File: src/sfd_pkg.sv
// ----------------------------------------------------------------------------
// sfd_pkg
// Types and constants for the serial frame deframer.
// ----------------------------------------------------------------------------
package sfd_pkg;

    typedef enum logic [2:0] {
        PH_SYNC    = 3'd0,
        PH_DISCARD = 3'd1,
        PH_DEST    = 3'd2,
        PH_SRC     = 3'd3,
        PH_TYPE    = 3'd4,
        PH_LEN_HI  = 3'd5,
        PH_LEN_LO  = 3'd6,
        PH_BODY    = 3'd7
    } phase_t;

    typedef logic [2:0] cfg_addr_t;

    localparam cfg_addr_t CFG_LINK_MODE     = 3'd0;
    localparam cfg_addr_t CFG_CABLE_SYNC    = 3'd1;
    localparam cfg_addr_t CFG_INFRARED_SYNC = 3'd2;
    localparam cfg_addr_t CFG_HOST_ADDR     = 3'd3;
    localparam cfg_addr_t CFG_HANDSET_ADDR  = 3'd4;

    localparam logic [7:0] ACK_TYPE = 8'h7f;

    localparam logic [7:0] CABLE_SYNC_RST    = 8'd31;
    localparam logic [7:0] INFRARED_SYNC_RST = 8'd20;
    localparam logic [7:0] HOST_ADDR_RST     = 8'd29;
    localparam logic [7:0] HANDSET_ADDR_RST  = 8'd0;

    localparam logic KIND_PAYLOAD = 1'b0;
    localparam logic KIND_END     = 1'b1;

    typedef logic [1:0] status_t;

    localparam status_t ST_HOST_MSG  = 2'd0;
    localparam status_t ST_HOST_ACK  = 2'd1;
    localparam status_t ST_HANDSET   = 2'd2;
    localparam status_t ST_BAD_CSUM  = 2'd3;

endpackage

File: src/serial_frame_deframer_top.sv
// ----------------------------------------------------------------------------
// serial_frame_deframer_top
// Splits received link bytes into frames: streams payload bytes out and
// reports type, sequence, length and checksum/destination status on the closing byte.
//
//   channel   dir   handshake            payload
//   s_*       in    s_valid / s_ready    s_data_byte, s_gap_seen
//   m_*       out   m_valid / m_ready    m_kind .. m_status
//   cfg_*     in    cfg_we               cfg_addr, cfg_wdata
//
// One beat per cycle while s_ready is high; each beat is decoded in the
// cycle it is accepted; payload and closing results are registered.
// s_ready is low only while a result sits in the output register and
// m_ready is low. Synchronous active-low reset restores sync search and
// the default register values.
// ----------------------------------------------------------------------------
module serial_frame_deframer_top (
    input  logic                 aclk,
    input  logic                 aresetn,

    input  logic                 cfg_we,
    input  sfd_pkg::cfg_addr_t   cfg_addr,
    input  logic [7:0]           cfg_wdata,

    input  logic                 s_valid,
    output logic                 s_ready,
    input  logic [7:0]           s_data_byte,
    input  logic                 s_gap_seen,

    output logic                 m_valid,
    input  logic                 m_ready,
    output logic                 m_kind,
    output logic [7:0]           m_payload_byte,
    output logic [7:0]           m_frame_type,
    output logic [7:0]           m_sequence_res,
    output logic [15:0]          m_frame_length,
    output sfd_pkg::status_t     m_status
);
    import sfd_pkg::*;

    logic        link_mode_reg;
    logic [7:0]  cable_sync_reg;
    logic [7:0]  infrared_sync_reg;
    logic [7:0]  host_addr_reg;
    logic [7:0]  handset_addr_reg;

    phase_t      phase_reg, phase_next;
    phase_t      eff_phase;
    logic [7:0]  xor_reg, xor_next;
    logic [7:0]  dest_reg, dest_next;
    logic [7:0]  type_reg, type_next;
    logic [15:0] len_reg, len_next;
    logic [16:0] count_reg, count_next;
    logic [7:0]  seq_reg, seq_next;

    logic        m_valid_reg, m_valid_next;
    logic        m_kind_reg;
    logic [7:0]  m_payload_reg;
    logic [7:0]  m_type_reg;
    logic [7:0]  m_seq_reg;
    logic [15:0] m_len_reg;
    status_t     m_status_reg;

    logic        accept;
    logic        emit_payload;
    logic        emit_end;
    logic [7:0]  sync_byte;
    logic [16:0] len_ext;
    status_t     end_status;

    assign s_ready   = !m_valid_reg || m_ready;
    assign accept    = s_valid && s_ready;
    assign sync_byte = link_mode_reg ? infrared_sync_reg : cable_sync_reg;
    assign len_ext   = {1'b0, len_reg};
    assign eff_phase = (phase_reg == PH_DISCARD && s_gap_seen) ? PH_SYNC : phase_reg;

    // config registers
    always_ff @(posedge aclk) begin
        if (!aresetn) begin
            link_mode_reg     <= 1'b0;
            cable_sync_reg    <= CABLE_SYNC_RST;
            infrared_sync_reg <= INFRARED_SYNC_RST;
            host_addr_reg     <= HOST_ADDR_RST;
            handset_addr_reg  <= HANDSET_ADDR_RST;
        end else if (cfg_we) begin
            case (cfg_addr)
                CFG_LINK_MODE:     link_mode_reg     <= cfg_wdata[0];
                CFG_CABLE_SYNC:    cable_sync_reg    <= cfg_wdata;
                CFG_INFRARED_SYNC: infrared_sync_reg <= cfg_wdata;
                CFG_HOST_ADDR:     host_addr_reg     <= cfg_wdata;
                CFG_HANDSET_ADDR:  handset_addr_reg  <= cfg_wdata;
                default: ;
            endcase
        end
    end

    // next phase
    always_comb begin
        phase_next = phase_reg;
        if (accept) begin
            case (eff_phase)
                PH_SYNC:    phase_next = (s_data_byte == sync_byte) ? PH_DEST : PH_DISCARD;
                PH_DISCARD: phase_next = PH_DISCARD;
                PH_DEST: begin
                    if (s_data_byte == host_addr_reg || s_data_byte == handset_addr_reg) begin
                        phase_next = PH_SRC;
                    end else begin
                        phase_next = PH_SYNC;
                    end
                end
                PH_SRC: begin
                    phase_next = PH_TYPE;
                    if (dest_reg == host_addr_reg) begin
                        if (s_data_byte != handset_addr_reg) phase_next = PH_SYNC;
                    end else if (dest_reg == handset_addr_reg) begin
                        if (s_data_byte != host_addr_reg) phase_next = PH_SYNC;
                    end
                end
                PH_TYPE:   phase_next = (s_data_byte == ACK_TYPE) ? PH_BODY : PH_LEN_HI;
                PH_LEN_HI: phase_next = PH_LEN_LO;
                PH_LEN_LO: phase_next = PH_BODY;
                PH_BODY:   phase_next = (count_reg > len_ext) ? PH_SYNC : PH_BODY;
                default:   phase_next = PH_SYNC;
            endcase
        end
    end

    // frame fields and results
    always_comb begin
        xor_next     = xor_reg;
        dest_next    = dest_reg;
        type_next    = type_reg;
        len_next     = len_reg;
        count_next   = count_reg;
        seq_next     = seq_reg;
        emit_payload = 1'b0;
        emit_end     = 1'b0;
        if (accept) begin
            xor_next = xor_reg ^ s_data_byte;
            case (eff_phase)
                PH_SYNC: begin
                    if (s_data_byte == sync_byte) xor_next = sync_byte;
                end
                PH_DEST: dest_next = s_data_byte;
                PH_TYPE: begin
                    type_next = s_data_byte;
                    if (s_data_byte == ACK_TYPE) begin
                        len_next   = 16'd0;
                        count_next = 17'd0;
                    end
                end
                PH_LEN_HI: len_next = {s_data_byte, 8'd0};
                PH_LEN_LO: begin
                    len_next   = len_reg + {8'd0, s_data_byte};
                    count_next = 17'd0;
                end
                PH_BODY: begin
                    count_next = count_reg + 17'd1;
                    if (count_reg < len_ext) begin
                        emit_payload = 1'b1;
                    end else if (count_reg == len_ext) begin
                        seq_next = s_data_byte;
                    end else begin
                        emit_end = 1'b1;
                    end
                end
                default: ;
            endcase
        end
    end

    always_comb begin
        if (xor_next != 8'd0) begin
            end_status = ST_BAD_CSUM;
        end else if (dest_reg != host_addr_reg) begin
            end_status = ST_HANDSET;
        end else if (type_reg == ACK_TYPE) begin
            end_status = ST_HOST_ACK;
        end else begin
            end_status = ST_HOST_MSG;
        end
    end

    assign m_valid_next = (emit_payload || emit_end) || (m_valid_reg && !m_ready);

    always_ff @(posedge aclk) begin
        if (!aresetn) begin
            phase_reg   <= PH_SYNC;
            xor_reg     <= 8'd0;
            dest_reg    <= 8'd0;
            type_reg    <= 8'd0;
            len_reg     <= 16'd0;
            count_reg   <= 17'd0;
            seq_reg     <= 8'd0;
            m_valid_reg <= 1'b0;
        end else begin
            phase_reg   <= phase_next;
            xor_reg     <= xor_next;
            dest_reg    <= dest_next;
            type_reg    <= type_next;
            len_reg     <= len_next;
            count_reg   <= count_next;
            seq_reg     <= seq_next;
            m_valid_reg <= m_valid_next;
        end
    end

    always_ff @(posedge aclk) begin
        if (emit_payload || emit_end) begin
            m_kind_reg    <= emit_end ? KIND_END : KIND_PAYLOAD;
            m_payload_reg <= emit_end ? 8'd0 : s_data_byte;
            m_type_reg    <= type_reg;
            m_seq_reg     <= emit_end ? seq_reg : 8'd0;
            m_len_reg     <= len_reg;
            m_status_reg  <= emit_end ? end_status : ST_HOST_MSG;
        end
    end

    assign m_valid        = m_valid_reg;
    assign m_kind         = m_kind_reg;
    assign m_payload_byte = m_payload_reg;
    assign m_frame_type   = m_type_reg;
    assign m_sequence_res = m_seq_reg;
    assign m_frame_length = m_len_reg;
    assign m_status       = m_status_reg;

endmodule
File: config.mk
export PLATFORM = sky130hd
export DESIGN_NAME = serial_frame_deframer_top
export DESIGN_NICKNAME = d
export VERILOG_FILES = /design/src/sfd_pkg.sv /design/src/serial_frame_deframer_top.sv
export SDC_FILE = /design/constraint.sdc
export NUM_CORES = 1
export LEC_CHECK = 0
export BUFFER_PORTS_ARGS = -buffer_cell sky130_fd_sc_hd__clkbuf_2
export CAP_MARGIN = 10
export CORE_MARGIN = 3
export CORE_UTILIZATION = 60
export DETAILED_ROUTE_END_ITERATION = 10
export PLACE_DENSITY = 0.79
export SKIP_CTS_REPAIR_TIMING = 1
export SYNTH_ARGS = -nofsm -noshare
export SYNTH_HDL_FRONTEND = slang
export SYNTH_SLANG_ARGS = --single-unit
File: constraint.sdc
create_clock -name aclk -period 9.5 [get_ports aclk]
set_input_delay 2.375 -clock aclk [delete_from_list [all_inputs] [get_ports aclk]]
set_output_delay 2.375 -clock aclk [all_outputs]
set_load 0.1 [all_outputs]
==> metrics.txt <==
status complete, no violations; Clk Tree Root Cell clkbuf_16; Pre-antenna DRT Iters 5; layout cells sized above 1 13.2%; CORE AREA 11500 µm²; PwrDens 176 nW/µm²; num ports 70; CTS buffer count 17; synth cell count leaders 102 x dfxtp_1, 100 x nand2_1, 77 x nor2_1; RSZ-0062 raised after global routing false; Via Count 5879; Post-synth ARST share 0%; top-count cell post-synth dfxtp_1; # port buffers 69; crit path launch type input pin; maximum buffer depth of the clock tree 2; Post-Syn Area 7130 µm²; Worst Path Required 7130 ps; Setup TNS Final 0 ps; syn_nets 822; largest net degree at the start of global routing 69; share of the synthesized area in the top cell type 28.7%; Setup CP Type input pin to primary output; P_leak 3.28 nW; ratio of final minimum period to clock period 57.9%; initial antenna violation count 0; Final #Nets 870; Initial DRC Count 548; post-DP HPWL 11.7 mm; CTS tree done; ANT cells 0; Vias per Instance 6.03; Final min period 5500 ps; Worst Max-Slew Pin Slew 1180 ps; Max Slew Vio Count 0; DR WL/cell 17.5 µm; Seq/Total Area, Yosys 46.8%; clk_skew 7.26 ps; antenna-violating nets left 0; depth of the CTS H-tree 4; Die Height 115 µm; Mapped Avg Cell Area 9.24 µm²; synthesis-stage register bit count 145; vias in the first global route 5701; Post-Syn Instances 771; grt total ovfl 0; Die ar. 13200 µm²; post-route cell area 8130 µm²; Worst Path Arrival 3120 ps; initial core utilization 61.9%; post-place instance area 7500 µm²; unique cell type count in the Yosys netlist 63; ys flop type dfxtp_1; worst skew pair latency 420 ps; Non-Filler Instances 975; Row Count 39; clock tree sinks 145; Post-synth EDFFs 43; Die Wd 115 µm; peak supply drop 101 µV; Post-Place Cells 943; cell taking the most area after synthesis dfxtp_1; Max Clk Rate 182 MHz; final worst setup slack 4000 ps; Crit Path Max Fanout 6; clk slew on worst S/H paths 60 ps; global-route usage over all layers 26.2%; area growth from synthesis to layout 14.0%; Slew headroom 20.9%; DR DRC count 0; routability cong. 0.898; pre-CTS setup slack 4000 ps; first-pass GRT wire length 27.6 mm; Total Wirelength 17.1 mm; final hold viol count 0; max FFs per register 17; Critical Path End Type primary output; MaxCap Viol Count 0; synth top area cells dfxtp_1 29%, edfxtp_1 18%, nand2_1 5.3%; Tightest Hold Check Type flop to flop; Ys Warns 0; final setup violating endpoints 0
-- path summary, 6_finish.rpt --
check                                         startpoint                              end  slack, ps  depth (start not counted)
worst max register to register   len_reg[1]$_SDFFE_PN0P_  m_payload_byte[3]$_SDFFCE_PP0P_       6230                         10
worst min register to register  type_reg[7]$_SDFFE_PN0P_        m_frame_type[7]$_DFFE_PP_        450                          0
worst max-delay path                             m_ready                          s_ready       4000                          3
worst min-delay path            type_reg[7]$_SDFFE_PN0P_        m_frame_type[7]$_DFFE_PP_        450                          0
-- stage by stage --
step | total power [mW] | utilization, % | hold WS, ps
2_1_floorplan | 0.718 | - | 406
3_3_place_gp | 0.739 | 65.2 | 440
3_5_place_dp | 0.742 | 65.2 | 437
4_1_cts | 1.43 | 70.6 | 450
5_1_grt | 1.47 | 70.6 | 474
6_report | 1.43 | 70.6 | 452
-- final cells by class --
type / instances / area (µm²)
sequential: 145 / 3330
multi-input combinational: 559 / 3540
inverter: 25 / 93.8
timing repair buffer: 71 / 360
clock inverter: 10 / 159
clock buffer: 22 / 464
tap: 143 / 179
fill: 839 / 3390
-- cells by family (layout without fill, tap and decap cells) --
family	after synthesis	count (layout)	synth area share, %
fa+ha+maj	26	26	4.67
compound gates	126	126	11.1
simple gates	317	317	21.9
flops	145	145	46.8
mux	32	32	4.63
buf+inv	67	128	3.76
xor+xnor	58	58	7.13
-- critical path: stages --
cell	delay [ps]
clkbuf_2	70
nand2b_1	180
clkbuf_2	490
-- layout by cell type (no fill, tap or decap), types with 4 or more instances in the layout --
master	netlist	layout
clkbuf_2	0	69
nor2_1	77	77
clkinvlp_4	0	4
clkbuf_16	0	17
a22oi_1	4	4
mux2i_1	28	28
inv_1	24	24
edfxtp_1	43	43
or3_1	7	7
nand2_1	100	100
and2_1	13	13
o21ai_0	20	20
nand3_1	32	32
nand2b_1	6	6
xor2_1	23	23
nor4_1	8	8
nor3_1	10	10
a31oi_1	8	8
a21o_1	10	10
ha_1	25	25
nand3b_1	6	6
nand4_1	20	20
and3_1	9	9
a21oi_1	51	50
bufinv_16	0	4
nor2b_1	12	12
dfxtp_1	102	102
xnor2_1	35	35
-- where the power goes --
part | internal (mW) | switching [mW]
clock | 0.452 | 0.249
combinational | 0.0301 | 0.0518
sequential | 0.642 | 0.00780
total | 1.12 | 0.308
-- layer usage --
metal / up-vias / GRT usage, % / wire (µm)
met5: - / 0 / 0
met4: 0 / 11.6 / 451
met3: 47 / 4.84 / 1190
met2: 243 / 41.4 / 7970
met1: 2785 / 35.2 / 7500
li1: 2804 / - / -
No activity file was read; power rests on OpenSTA's default activity.
